<file path="config.mk">
export PLATFORM = sky130hd
export DESIGN_NAME = banked_image_crc_verifier
export DESIGN_NICKNAME = d
export VERILOG_FILES = /design/src/sv/bicv_pkg.sv /design/src/sv/banked_image_crc_verifier.sv /design/src/sv/bicv_cfg_regs.sv /design/src/sv/bicv_region_ctrl.sv
export VERILOG_INCLUDE_DIRS = /design/src /design/src/sv
export SDC_FILE = /design/constraint.sdc
export NUM_CORES = 1
export LEC_CHECK = 0
export BUFFER_PORTS_ARGS = -buffer_cell sky130_fd_sc_hd__buf_2
export CAP_MARGIN = 40
export CORE_ASPECT_RATIO = 0.6
export CORE_MARGIN = 2
export CORE_UTILIZATION = 58
export CTS_BUF_LIST = sky130_fd_sc_hd__clkbuf_16
export DETAILED_ROUTE_END_ITERATION = 10
export GPL_TIMING_DRIVEN = 0
export PLACE_DENSITY = 0.76
export SKIP_CTS_REPAIR_TIMING = 1
export SLEW_MARGIN = 20
export SYNTH_ARGS = -nofsm -noshare
export SYNTH_HDL_FRONTEND = slang
export SYNTH_SLANG_ARGS = --single-unit
</file>
<file path="constraint.sdc">
create_clock -name clk -period 7.26 [get_ports clk]
set_input_delay 1.452 -clock clk [delete_from_list [all_inputs] [get_ports clk]]
set_output_delay 1.452 -clock clk [all_outputs]
set_load 0.05 [all_outputs]
</file>
<file path="src/sv/assert_macros.svh">
// Assertion macros shared by the verifier RTL.
// Depends on nothing; each using module provides clk and rst.
`ifndef ASSERT_MACROS_SVH
`define ASSERT_MACROS_SVH
`ifndef NO_ASSERTIONS
`define BICV_ASSERT(lbl, pre, post) \
  lbl: assert property (@(posedge clk) disable iff (rst) (pre) |-> (post)) \
    else $error("assertion failed");
`define BICV_ASSERT_NEXT(lbl, pre, post) \
  lbl: assert property (@(posedge clk) disable iff (rst) (pre) |=> (post)) \
    else $error("assertion failed");
`else
`define BICV_ASSERT(lbl, pre, post)
`define BICV_ASSERT_NEXT(lbl, pre, post)
`endif
`endif

</file>
<file path="src/sv/bicv_pkg.sv">
// Types, constants and the CRC byte update for the banked image CRC verifier.
// Depends on nothing; every module of the block imports it.
`default_nettype none
package bicv_pkg;

  localparam int MaxRegions = 8;
  localparam int HeaderSize = 16;

  typedef enum logic [1:0] {
    REG_COMMON_LENGTH = 2'd0,
    REG_SKIP_OFFSET   = 2'd1,
    REG_BANK_LENGTH   = 2'd2,
    REG_BANK_COUNT    = 2'd3
  } cfg_reg_t;

  typedef struct packed {
    logic [15:0] common_length;
    logic [15:0] skip_offset;
    logic [15:0] bank_length;
    logic [3:0]  bank_count;
  } cfg_t;

  // Word held in the input register, handed to the region controller.
  typedef struct packed {
    logic       fire;
    logic [7:0] image_byte;
    logic       restart;
  } step_t;

  typedef struct packed {
    logic [2:0]  region_index;
    logic [15:0] computed_crc;
    logic [15:0] stored_crc;
    logic        crc_match;
    logic        image_good;
  } result_t;

  // Reflected CCITT update of one byte (Kermit form).
  function automatic logic [15:0] crc_byte(logic [15:0] crc, logic [7:0] b);
    logic [7:0] d;
    d = b ^ crc[7:0];
    d = d ^ (d << 4);
    return {d, crc[15:8]} ^ {12'd0, d[7:4]} ^ {5'd0, d, 3'd0};
  endfunction

endpackage
`default_nettype wire

</file>
<file path="src/sv/banked_image_crc_verifier.sv">
// Banked boot-image CRC verifier: one image byte per cycle in, one result word per
// region out. A byte is registered on entry; the region logic then updates the CRC
// and counters from the registered byte and loads the result register. The block
// takes a byte in every cycle; the only thing that stalls the byte side is a result
// waiting in the output register while the next registered byte would close another
// region.
// Depends on bicv_pkg, bicv_cfg_regs, bicv_region_ctrl and assert_macros.svh.
`default_nettype none
`include "assert_macros.svh"
module banked_image_crc_verifier import bicv_pkg::*; (
  input  wire logic        clk,
  input  wire logic        rst,
  input  wire logic        cfg_valid,
  output logic             cfg_ready,
  input  wire logic [1:0]  cfg_index,
  input  wire logic [15:0] cfg_data,
  input  wire logic        item_valid,
  output logic             item_stall,
  input  wire logic [7:0]  image_byte,
  input  wire logic        restart,
  output logic             result_valid,
  input  wire logic        result_stall,
  output logic [2:0]       region_index,
  output logic [15:0]      computed_crc,
  output logic [15:0]      stored_crc,
  output logic             crc_match,
  output logic             image_good
);

  cfg_t    cfg;
  step_t   step;
  result_t res;
  logic    emit;
  logic    s1_valid;
  logic [7:0] s1_byte;
  logic    s1_restart;
  logic    out_free;

  bicv_cfg_regs u_cfg (
    .clk       (clk),
    .rst       (rst),
    .cfg_valid (cfg_valid),
    .cfg_ready (cfg_ready),
    .cfg_index (cfg_index),
    .cfg_data  (cfg_data),
    .cfg       (cfg)
  );

  bicv_region_ctrl u_ctrl (
    .clk    (clk),
    .rst    (rst),
    .cfg    (cfg),
    .step   (step),
    .emit   (emit),
    .result (res)
  );

  assign out_free        = !result_valid || !result_stall;
  assign step.fire       = s1_valid && (out_free || !emit);
  assign step.image_byte = s1_byte;
  assign step.restart    = s1_restart;
  assign item_stall      = s1_valid && !step.fire;

  always_ff @(posedge clk) begin
    if (rst) begin
      s1_valid <= 1'b0;
    end else if (!item_stall) begin
      s1_valid <= item_valid;
    end
  end

  always_ff @(posedge clk) begin
    if (!item_stall && item_valid) begin
      s1_byte    <= image_byte;
      s1_restart <= restart;
    end
  end

  always_ff @(posedge clk) begin
    if (rst) begin
      result_valid <= 1'b0;
    end else if (step.fire && emit) begin
      result_valid <= 1'b1;
    end else if (!result_stall) begin
      result_valid <= 1'b0;
    end
  end

  always_ff @(posedge clk) begin
    if (step.fire && emit) begin
      region_index <= res.region_index;
      computed_crc <= res.computed_crc;
      stored_crc   <= res.stored_crc;
      crc_match    <= res.crc_match;
      image_good   <= res.image_good;
    end
  end

  `BICV_ASSERT(a_stall_cause, item_stall, result_valid && result_stall && emit)
  `BICV_ASSERT(a_good_needs_match, result_valid, !image_good || crc_match)
  `BICV_ASSERT_NEXT(a_emit_shows, step.fire && emit, result_valid)

endmodule
`default_nettype wire

</file>
<file path="src/sv/bicv_cfg_regs.sv">
// Configuration registers of the verifier, written through a valid/ready port.
// Depends on bicv_pkg.
`default_nettype none
module bicv_cfg_regs import bicv_pkg::*; (
  input  wire logic        clk,
  input  wire logic        rst,
  input  wire logic        cfg_valid,
  output logic             cfg_ready,
  input  wire logic [1:0]  cfg_index,
  input  wire logic [15:0] cfg_data,
  output cfg_t             cfg
);

  assign cfg_ready = 1'b1;

  always_ff @(posedge clk) begin
    if (rst) begin
      cfg.common_length <= 16'd57344;
      cfg.skip_offset   <= 16'd256;
      cfg.bank_length   <= 16'd32768;
      cfg.bank_count    <= 4'd8;
    end else if (cfg_valid && cfg_ready) begin
      case (cfg_reg_t'(cfg_index))
        REG_COMMON_LENGTH: cfg.common_length <= cfg_data;
        REG_SKIP_OFFSET:   cfg.skip_offset   <= cfg_data;
        REG_BANK_LENGTH:   cfg.bank_length   <= cfg_data;
        REG_BANK_COUNT:    cfg.bank_count    <= cfg_data[3:0];
        default: ;
      endcase
    end
  end

endmodule
`default_nettype wire

</file>
<file path="src/sv/bicv_region_ctrl.sv">
// Region tracking, header capture and per-region CRC of the verifier.
// Depends on bicv_pkg and assert_macros.svh.
`default_nettype none
`include "assert_macros.svh"
module bicv_region_ctrl import bicv_pkg::*; (
  input  wire logic  clk,
  input  wire logic  rst,
  input  wire cfg_t  cfg,
  input  wire step_t step,
  output logic       emit,
  output result_t    result
);

  logic [15:0] byte_position, byte_position_next;
  logic [2:0]  current_region, current_region_next;
  logic [15:0] running_crc, running_crc_next;
  logic        halted, halted_next;

  // Header kept as even and odd bytes so each half is read at one address.
  logic [7:0] header_even [HeaderSize/2];
  logic [7:0] header_odd  [HeaderSize/2];

  logic [15:0] pos_e, crc_e, crc_upd, last_pos;
  logic [2:0]  region_e;
  logic        halt_e;
  logic [3:0]  region_total, region_plus;
  logic        hdr_write;
  logic [7:0]  hdr_lo, hdr_hi;
  logic        match;

  always_comb begin
    pos_e    = step.restart ? 16'd0 : byte_position;
    region_e = step.restart ? 3'd0  : current_region;
    crc_e    = step.restart ? 16'd0 : running_crc;
    halt_e   = step.restart ? 1'b0  : halted;

    if (cfg.bank_count == 4'd0) begin
      region_total = 4'd1;
    end else if (cfg.bank_count > 4'(MaxRegions)) begin
      region_total = 4'(MaxRegions);
    end else begin
      region_total = cfg.bank_count;
    end
    region_plus = {1'b0, region_e} + 4'd1;

    if (region_e == 3'd0) begin
      crc_upd  = (pos_e >= cfg.skip_offset) ? crc_byte(crc_e, step.image_byte) : crc_e;
      last_pos = cfg.common_length - 16'd1;
    end else begin
      crc_upd  = crc_byte(crc_e, step.image_byte);
      last_pos = cfg.bank_length - 16'd1;
    end
    hdr_write = !halt_e && (region_e == 3'd0) && (pos_e < 16'(HeaderSize));

    // A very short common region can close on the header byte that it reads.
    hdr_lo = (hdr_write && pos_e[3:0] == {region_e, 1'b0}) ? step.image_byte
                                                          : header_even[region_e];
    hdr_hi = (hdr_write && pos_e[3:0] == {region_e, 1'b1}) ? step.image_byte
                                                          : header_odd[region_e];

    result.region_index = region_e;
    result.computed_crc = crc_upd;
    result.stored_crc   = {hdr_hi, hdr_lo};
    match               = (result.stored_crc == crc_upd);
    result.crc_match    = match;
    result.image_good   = match && (region_plus >= region_total);

    emit = !halt_e && (pos_e == last_pos);

    byte_position_next  = pos_e;
    current_region_next = region_e;
    running_crc_next    = crc_e;
    halted_next         = halt_e;
    if (!halt_e) begin
      if (pos_e != last_pos) begin
        byte_position_next = pos_e + 16'd1;
        running_crc_next   = crc_upd;
      end else begin
        byte_position_next  = 16'd0;
        running_crc_next    = 16'd0;
        current_region_next = region_plus[2:0];
        halted_next = !match || (region_plus[2:0] == 3'd0) ||
                      ({1'b0, region_plus[2:0]} >= region_total);
      end
    end
  end

  always_ff @(posedge clk) begin
    if (rst) begin
      byte_position  <= 16'd0;
      current_region <= 3'd0;
      running_crc    <= 16'd0;
      halted         <= 1'b0;
    end else if (step.fire) begin
      byte_position  <= byte_position_next;
      current_region <= current_region_next;
      running_crc    <= running_crc_next;
      halted         <= halted_next;
    end
  end

  always_ff @(posedge clk) begin
    if (step.fire && hdr_write) begin
      if (pos_e[0]) begin
        header_odd[pos_e[3:1]] <= step.image_byte;
      end else begin
        header_even[pos_e[3:1]] <= step.image_byte;
      end
    end
  end

  `BICV_ASSERT(a_halt_quiet, step.fire && halted && !step.restart, !emit)
  `BICV_ASSERT_NEXT(a_mismatch_halts, step.fire && emit && !result.crc_match, halted)
  `BICV_ASSERT_NEXT(a_good_halts, step.fire && emit && result.image_good, halted)

endmodule
`default_nettype wire

</file>
Yosys cells after proc, flatten, opt, wreduce, memory -nomap -nowiden. Memory sizes are Yosys's and may differ from the RTL's. Cells that the tools add are included.

Input bits: 32. Register bits after elaboration: 136. Bits in latches: 0. ROM bits: 0. Memories kept: 2. Bits in writable memories: 128.

Memory list: u_ctrl.header_even (depth 8, width 8, read ports 1, clocked after memory_dff 0, wr ports 1, RTL line bicv_region_ctrl.sv:20) `logic [7:0] header_even [HeaderSize/2];`; u_ctrl.header_odd (depth 8, width 8, read ports 1, clocked after memory_dff 0, wr ports 1, RTL line bicv_region_ctrl.sv:21) `logic [7:0] header_odd [HeaderSize/2];`.

Divide/modulo/power cells: 0. $mul: 0. $add $sub $neg: 4. Shift operators: 0. Reductions and logical operators: 30. Bitwise logic cells: 4. Equal/unequal tests: 9. Mux-type cells: 27. $lt $le $gt $ge: 5.

Operator list (number): 2-to-1 mux 16 bit (9); == test 16 bit (2); subtractor 16 x 1 -> 16 bit, second input constant (2); adder 16 x 1 -> 16 bit, second input constant (1); >= comparator 16 bit (1); less-than comparator 16 x 5 -> 1 bit, second input constant (1); 2-to-1 mux 8 bit (2); inequality test 16 bit (1); XOR 16 x 11 -> 16 bit (1); XOR 16 x 4 -> 16 bit (1); XOR 8 bit (2); logical AND 1 bit (11); 2-to-1 mux 1 bit (11); 2-to-1 mux 3 bit (3); == test 4 bit (2); 2-to-1 mux 4 bit (2); AND reduction 2 bit (4); zero test 1 bit (7); zero test 3 bit (2); adder 3 x 1 -> 4 bit, second input constant (1); == test 2 bit, second input constant (2); >= comparator 3 x 4 -> 1 bit (1); >= comparator 4 bit (1); greater-than comparator 4 bit, second input constant (1); 5 further kinds (8).

Depth between registers and ports, before layout. Gate-level depths: netlist of the first run.

Depth in word-level cells: 13. Mapped depth: 23.

By module. Synthesis of the first run repeated with hierarchy kept, for this count alone.

Cell total of the unflattened synthesis: 1222. Area, all modules: 13474.2 µm².

By module, submodules not included: bicv_region_ctrl (sequential area each 4564.4 µm², instances 1, cells an instance 964, area each 9868.2 µm²); bicv_cfg_regs (sequential area each 1041.0 µm², instances 1, cells an instance 199, area each 2132.0 µm²); banked_image_crc_verifier (sequential area each 1421.4 µm², instances 1, cells an instance 59, area each 1473.9 µm²).

Least setup slack after synthesis of the first run. No wires, ideal clock.

Path kind: register to output. Start: register s1_restart. End: output port item_stall. Cell stages (with the launch flop): 20. Buffers on the path: 7. Required time: 5.808 ns. Arrival time: 5.015 ns. Setup slack: 0.793 ns. Cells stage by stage: edfxtp_1 > buf_2 > clkbuf_1 > clkbuf_1 > nand2b_1 > clkbuf_1 > clkbuf_1 > ha_1 > clkbuf_1 > nand2_1 > buf_2 > mux2i_1 > ha_1 > xnor2_1 > a221o_1 > a2111o_1 > or4_1 > nor3_1 > nand3_1 > nor2_1.

Cells in the longest elaborated chain, start to end: 10.

RTL lines: start: declaration (RTL line banked_image_crc_verifier.sv:36) `logic s1_restart;`; start signal: assignment (RTL line banked_image_crc_verifier.sv:75) `s1_restart <= restart;`; 2-to-1 mux 3 bit (RTL line bicv_region_ctrl.sv:33) `region_e = step.restart ? 3'd0 : current_region;`; zero test 3 bit (RTL line bicv_region_ctrl.sv:46) `if (region_e == 3'd0) begin`; 2-to-1 mux 16 bit (RTL line bicv_region_ctrl.sv:46); == test 16 bit (RTL line bicv_region_ctrl.sv:68) `emit = !halt_e && (pos_e == last_pos);`; logical AND 1 bit * (RTL line bicv_region_ctrl.sv:68); zero test 1 bit * (RTL line banked_image_crc_verifier.sv:59) `assign step.fire = s1_valid && (out_free || !emit);`; logical OR 1 bit * (RTL line banked_image_crc_verifier.sv:59); logical AND 1 bit * (RTL line banked_image_crc_verifier.sv:59); zero test 1 bit * (RTL line banked_image_crc_verifier.sv:62) `assign item_stall = s1_valid && !step.fire;`; logical AND 1 bit * (RTL line banked_image_crc_verifier.sv:62); end: declaration (RTL line banked_image_crc_verifier.sv:18) `output logic item_stall,`.

Every way passes the cells marked *; elsewhere a longest branch is shown, timed or not.

Final worst setup path of the first run. Ends and elaborated chain as after synthesis.

==> results.yml, run 1 <==
synth:
  yosysTopAreaCellShare_pct: 40.5
  syn-mean-instance-area_um2: 10.9
  synth_edf_count: 174
  async_flop_share_pct: 0
  synth_adder_area_share_pct: 2.43
  syn_inst: 1181
  synth_compound_area_share_pct: 12.9
  muxShareOfSynthArea_pct: 7.63
  synth_top_family_by_area: "simple AND/OR/NAND/NOR gates"
  yosysWarnings: 0
  synthTopCellsByArea: "edfxtp_1 (41%), dfxtp_1 (14%), mux2i_1 (4.7%), nand2_1 (4.5%), a21oi_1 (3.6%)"
  synthFlopType: "edfxtp_1"
  synth_xor_area_share_pct: 4.70
  yosysTopAreaCell: "edfxtp_1"
  synth_area_mm2: 0.0129
  ys_seq_elements: 264
  synth_cell_types: 75
  ys_seq_area_share_pct: 54.5
  syn-num-nets: 1238
  yosys.area_share.simple_pct: 14.1
cts:
  cts_tree: "done"
  cts_max_level: 1
  cts_max_path_buffers: 3
  clockRootBuffer: "clkbuf_16"
  clock_latency_ps: 550
  numCtsBuffers: 24
  cts.sinks: 264
  cts.clk_slew.worst_paths_ps: 70
setup_path:
  critPathRequiredTime_ps: 5810
  r2r_end: "u_ctrl.running_crc[0]$_SDFFE_PP0N_"
  regToRegSetupSlack_ps: 750
  worstReg2RegStart: "s1_restart$_DFFE_PP_"
  arrival_ps: 5490
  r2r_cells: 19
  cp-start-kind: "flip-flop"
  worstPathMaxFanout: 19
  endpoint_kind: "output pin"
  crit_path_start: "s1_restart$_DFFE_PP_"
  path_class: "flip-flop to output pin"
die:
  core-area_mm2: 0.0219
  dieHeight_um: 119
  ios: 72
  start_util_pct: 58.8
  die_w_um: 196
  dieArea_mm2: 0.0235
  rows: 42
layout:
  fillerInstances: 1668
  drive_gt1_share_pct: 13.0
  instances_no_fill: 1590
  regArea_mm2: 0.00703
  final_nets: 1343
  multiInputGateArea_mm2: 0.00542
  final_common_cell: "edfxtp_1"
  diodes: 0
  final_core_util_pct: 66.3
  mostFrequentLayoutCells: "edfxtp_1 (174), nand2_1 (155), a21oi_1 (93)"
  area_growth_pct: 12.8
  final_area_mm2: 0.0145
global_routing:
  track_usage_pct: 31.4
  grt_pass1_wl_um: 55600
  overflow: 0
  grt_max_degree: 32
  grt_pass1_vias: 9268
  antenna_found_initial: 0
route:
  drc: 0
  drt-total-wl_um: 36600
  drtAntennaViolNets: 0
  vias: 10200
  drtIter0Drc: 1351
  drt-pass1-iter-count: 6
  vias_per_cell: 6.42
  detail_route.wl_per_cell_um: 23.0
timing:
  relSlewSlack_pct: 41.2
  skew_ps: 14.8
  fmax_mhz: 144
  rsz0062_at_grt: "no"
  slew_violations: 0
  tns_ps: 0
  fin_crit_sh_pct: 95.7
  setup_viol: 0
  worst_slack_ps: 313
  hold_viol_final: 0
  worstMarginPinSlew_ps: 875
  final.min_clock_period_ps: 6950
hold_path:
  min_from: "u_cfg.cfg[29]$_SDFFE_PP0P_"
  min_path_cells: 2
  hold_end: "u_cfg.cfg[29]$_SDFFE_PP0P_"
  worstHoldPathType: "flip-flop to flip-flop"
job:
  max-cap-violations: 0
power:
  intPower_w: 0.00244
  combPwrFrac_pct: 7.3
  pwr-share-seq_pct: 52.1
  p_sw_share_pct: 23.5
  power_switching_w: 0.000747
  ir_worst_vdd_mv: 0.187
  p_leak_nw: 5.05
  p_clk_share_pct: 40.7
  powerDensity_mw_per_mm2: 219
place:
  dpl.hpwl_um: 27000
  gp_congestion: 1.01
  port_buffers: 70
  postPlaceCellArea_mm2: 0.0137
  post-place-ws_ps: -405
  dp_cells: 1540
status:
  status: "finished clean"
==> cells in the mapped netlist (6+ instances only) <==
cell type / instances
nand3b_1: 7
buf_1: 11
edfxtp_1: 174
nor2b_1: 12
xnor2_1: 42
nand4_1: 8
xor2_1: 22
buf_2: 8
clkbuf_1: 46
a21o_1: 8
and2_1: 6
a22oi_1: 8
nand2b_1: 8
inv_1: 51
nor3_1: 19
a2111oi_0: 7
or3_1: 15
a21oi_1: 93
a221oi_1: 15
and4_1: 6
ha_1: 25
o21ai_0: 22
mux4_2: 15
nand2_1: 155
o21bai_1: 8
nor2_1: 68
nand3_1: 27
nor4_1: 18
and3_1: 12
mux2i_1: 60
o32ai_1: 11
dfxtp_1: 90
o2bb2ai_1: 15
==> logic make-up after synthesis <==
group,count (synthesis)
buf+inv,123
simple gates,379
xor+xnor,66
fa+ha+maj,25
compound gates,244
flops,264
other cells,1
mux,79
==> routing by layer <==
layer / vias to the layer above / track usage [%] / share of wire [%]
li1: 4563 / - / -
met1: 4935 / 51.5 / 46
met2: 645 / 40.4 / 38
met3: 57 / 8.60 / 14
met4: 0 / 7.67 / 2.1
met5: - / 0 / 0
==> stage by stage <==
step                      hold slack (ps)  power [W]
after detailed placement              447    0.00191
after global routing                  469    0.00327
final                                 456    0.00318
after CTS                             456    0.00318
after floorplan                       425    0.00182
after global placement                440    0.00190
==> final cells by class <==
| cell class | count | area share (%) |
|---|---|---|
| plain buffers | 65 | 1.89 |
| clock buffers | 25 | 4.30 |
| clock inverters | 19 | 1.15 |
| inverters | 55 | 1.42 |
| multi-input cells | 794 | 37.3 |
| flip-flops and latches | 264 | 48.3 |
| well taps | 286 | 2.46 |
| repair buffers | 82 | 3.12 |
==> power groups by stage <==
stage          Combinational [W]  Sequential, W  Clock (W)
2_1_floorplan           0.000146        0.00168          0
3_3_place_gp            0.000211        0.00169          0
3_5_place_dp            0.000216        0.00169          0
4_1_cts                 0.000218        0.00166    0.00131
5_1_grt                 0.000246        0.00166    0.00137
6_report                0.000231        0.00166    0.00129
==> worst max-delay path, stage by stage (launching register included) <==
cell      delay [ps]
edfxtp_1         450
clkbuf_4         270
buf_2            250
nand2b_2         310
clkbuf_2         280
ha_4             270
nand2_1          100
buf_2            320
mux2i_1          260
ha_1             270
xnor2_1          140
a221o_1          320
a2111o_1         420
or4_1            470
nor3_1           210
nand3_1          200
nor2_1           130
buf_2            270
==> how the worst max path moves through the flow <==
stage | slack [ps] | to | depth (start not counted)
after global placement | -1020 | region_index[0]$_DFFE_PP_ | 19
after CTS | -980 | item_stall | 20
after floorplan | 790 | item_stall | 19
after global routing | 40 | item_stall | 17
final | 310 | item_stall | 17
after detailed placement | -400 | u_ctrl.running_crc[0]$_SDFFE_PP0N_ | 22
==> sequential cells by signal (all words and copies together) (netlist names), 8 cells and up <==
signal / cells
u_ctrl.header_even: 64
u_ctrl.byte_position: 16
stored_crc: 16
s1_byte: 8
computed_crc: 16
u_ctrl.header_odd: 64
u_cfg.cfg: 52
u_ctrl.running_crc: 16
Note: power is estimated with default switching activity, not from simulation.
==> run 2: changes to the inputs <==
--- a/config.mk
+++ b/config.mk
@@ -7,7 +7,7 @@
 export NUM_CORES = 1
 export LEC_CHECK = 0
 export BUFFER_PORTS_ARGS = -buffer_cell sky130_fd_sc_hd__buf_2
-export CAP_MARGIN = 40
+export CAP_MARGIN = 0
 export CORE_ASPECT_RATIO = 0.6
 export CORE_MARGIN = 2
 export CORE_UTILIZATION = 58
@@ -15,6 +15,7 @@
 export DETAILED_ROUTE_END_ITERATION = 10
 export GPL_TIMING_DRIVEN = 0
 export PLACE_DENSITY = 0.76
+export RECOVER_POWER = 100
 export SKIP_CTS_REPAIR_TIMING = 1
 export SLEW_MARGIN = 20
 export SYNTH_ARGS = -nofsm -noshare
==> run 2 against run 1 <==
  * The run now ends with capacitance limit, slew limit left
  * Cell count fell by 0.50%
  * Critical path depth did not move
  * Non-clock buffer count fell by 10
  * Sequential share of layout area rose by 0.49 points
  * Register-to-register slack got worse by 220 ps
  * Worst hold slack improved by 0.57 ps
  * Sequential power barely moved
  * Highest routed layer unchanged
==> results.yml, run 2 (same netlist as run 1, synthesis figures left out) <==
layout:
  diodes: 0
  final_common_cell: "edfxtp_1"
  mostFrequentLayoutCells: "edfxtp_1 (174), nand2_1 (155), a21oi_1 (93)"
  area_growth_pct: 11.6
  final_nets: 1334
  drive_gt1_share_pct: 11.3
job:
  max-cap-violations: 1
place:
  dpl.hpwl_um: 27100
  post-place-ws_ps: -364
  gp_congestion: 1.01
  port_buffers: 70
status:
  violations: "capacitance limit, slew limit"
  status: "complete, but fails checks"
global_routing:
  track_usage_pct: 31.6
  grt_pass1_wl_um: 55800
  grt_pass1_vias: 9259
  grt_max_degree: 32
  antenna_found_initial: 0
  overflow: 0
setup_path:
  crit_path_start: "s1_restart$_DFFE_PP_"
  path_cells: "clkbuf_4 > clkbuf_2 > nand2b_2 > clkbuf_2 > ha_4 > nand2_1 > buf_2 > mux2i_1 > ha_1 > xnor2_1 > a221o_1 > a2111o_1 > or4_1 > nor3_1 > nand3_1 > nor2_1 > buf_2"
  worstReg2RegStart: "s1_restart$_DFFE_PP_"
  cp-start-kind: "flip-flop"
  worstPathMaxFanout: 19
  cp_num_buf_inv: 5
  cpPeakStageDelay_ps: 470
  crit_family: "simple AND/OR/NAND/NOR gates"
  critPathRequiredTime_ps: 5810
  arrival_ps: 5430
  endpoint_kind: "output pin"
  slowest_stage: "or4_1"
  path_class: "flip-flop to output pin"
timing:
  worst_slack_ps: 374
  setup_viol: 0
  relSlewSlack_pct: -5.22
  skew_ps: 31.3
  worstMarginPinSlew_ps: 1580
  fmax_mhz: 145
  hold_viol_final: 0
  tns_ps: 0
  final.min_clock_period_ps: 6890
  rsz0062_at_grt: "no"
  fin_crit_sh_pct: 94.8
  slew_violations: 32
cts:
  cts.sinks: 264
  cts_tree: "done"
  clock_latency_ps: 560
  cts_max_level: 1
  numCtsBuffers: 25
  cts.clk_slew.worst_paths_ps: 70
  cts_max_path_buffers: 3
  clockRootBuffer: "clkbuf_16"
die:
  rows: 42
  start_util_pct: 58.8
  dieArea_mm2: 0.0235
  die_w_um: 196
  dieHeight_um: 119
  core-area_mm2: 0.0219
  ios: 72
power:
  powerDensity_mw_per_mm2: 220
  total_power_w: 0.00316
  p_leak_nw: 4.97
  ir_worst_vdd_mv: 0.179
route:
  detail_route.wl_per_cell_um: 23.1
  drt-pass1-iter-count: 6
  drtIter0Drc: 1390
  drt-total-wl_um: 36600
  vias: 10200
  drtAntennaViolNets: 0
  vias_per_cell: 6.43
  drc: 0
hold_path:
  worstHoldPathType: "flip-flop to flip-flop"
  min_from: "u_cfg.cfg[31]$_SDFFE_PP0P_"
-- run 2: changes by cell type in the layout (fill, tap and decap cells not counted), sizes merged --
| cell | previous run | this run |
|---|---|---|
| clkinv | 8 | 9 |
| bufinv | 3 | 2 |
| buf | 100 | 85 |
| clkbuf | 72 | 77 |
| inv | 59 | 61 |
-- run 2: layer usage --
| metal | up-vias | part of all wire, % | global-route usage [%] |
|---|---|---|---|
| li1 | 4542 | - | - |
| met1 | 4952 | 45 | 50.8 |
| met2 | 630 | 39 | 40.5 |
| met3 | 54 | 14 | 11.4 |
| met4 | 0 | 1.6 | 5.68 |
| met5 | - | 0 | 0 |
-- run 2: final timing paths --
kind / end / slack, ps / cells after the start
worst max-delay path: item_stall / 370 / 17
worst min-delay path: u_cfg.cfg[31]$_SDFFE_PP0P_ / 460 / 2
worst max register to register: u_ctrl.header_even[5][6]$_DFFE_PP_ / 530 / 18
worst min register to register: u_cfg.cfg[31]$_SDFFE_PP0P_ / 460 / 2
-- run 2: layout make-up --
| type | count | area (µm²) |
|---|---|---|
| Clock buffer | 25 | 626 |
| Multi-Input combinational cell | 794 | 5400 |
| Sequential cell | 264 | 7030 |
| Timing Repair Buffer | 72 | 357 |
| Fill cell | 1731 | 7520 |
| Inverter | 55 | 206 |
| Tap cell | 286 | 358 |
| Buffer | 65 | 263 |
| Clock inverter | 21 | 159 |
-- run 2: tightest hold or removal path: stages, from the launching register on --
cell	delay [ps]
dfxtp_1	310
nand2_1	50
a21oi_1	50
-- run 2: where the power goes --
| part | internal [W] | leakage [nW] | total (W) | switching, W |
|---|---|---|---|---|
| sequential | 0.00163 | 2.31 | 0.00166 | 0.0000365 |
| clock | 0.000700 | 0.398 | 0.00128 | 0.000576 |
| combinational | 0.0000786 | 2.27 | 0.000225 | 0.000146 |
| total | 0.00240 | 4.97 | 0.00316 | 0.000759 |
-- run 2: per-stage QoR --
stage                     std cells  area (µm²)  hold WS (ps)  utilization, %
after floorplan                1181       12900           425               -
after global placement         1537       13600           440            62.1
after detailed placement       1539       13700           447            62.3
after CTS                      1585       14400           456            65.9
after global routing           1582       14400           468            65.7
final                          1582       14400           457            65.7
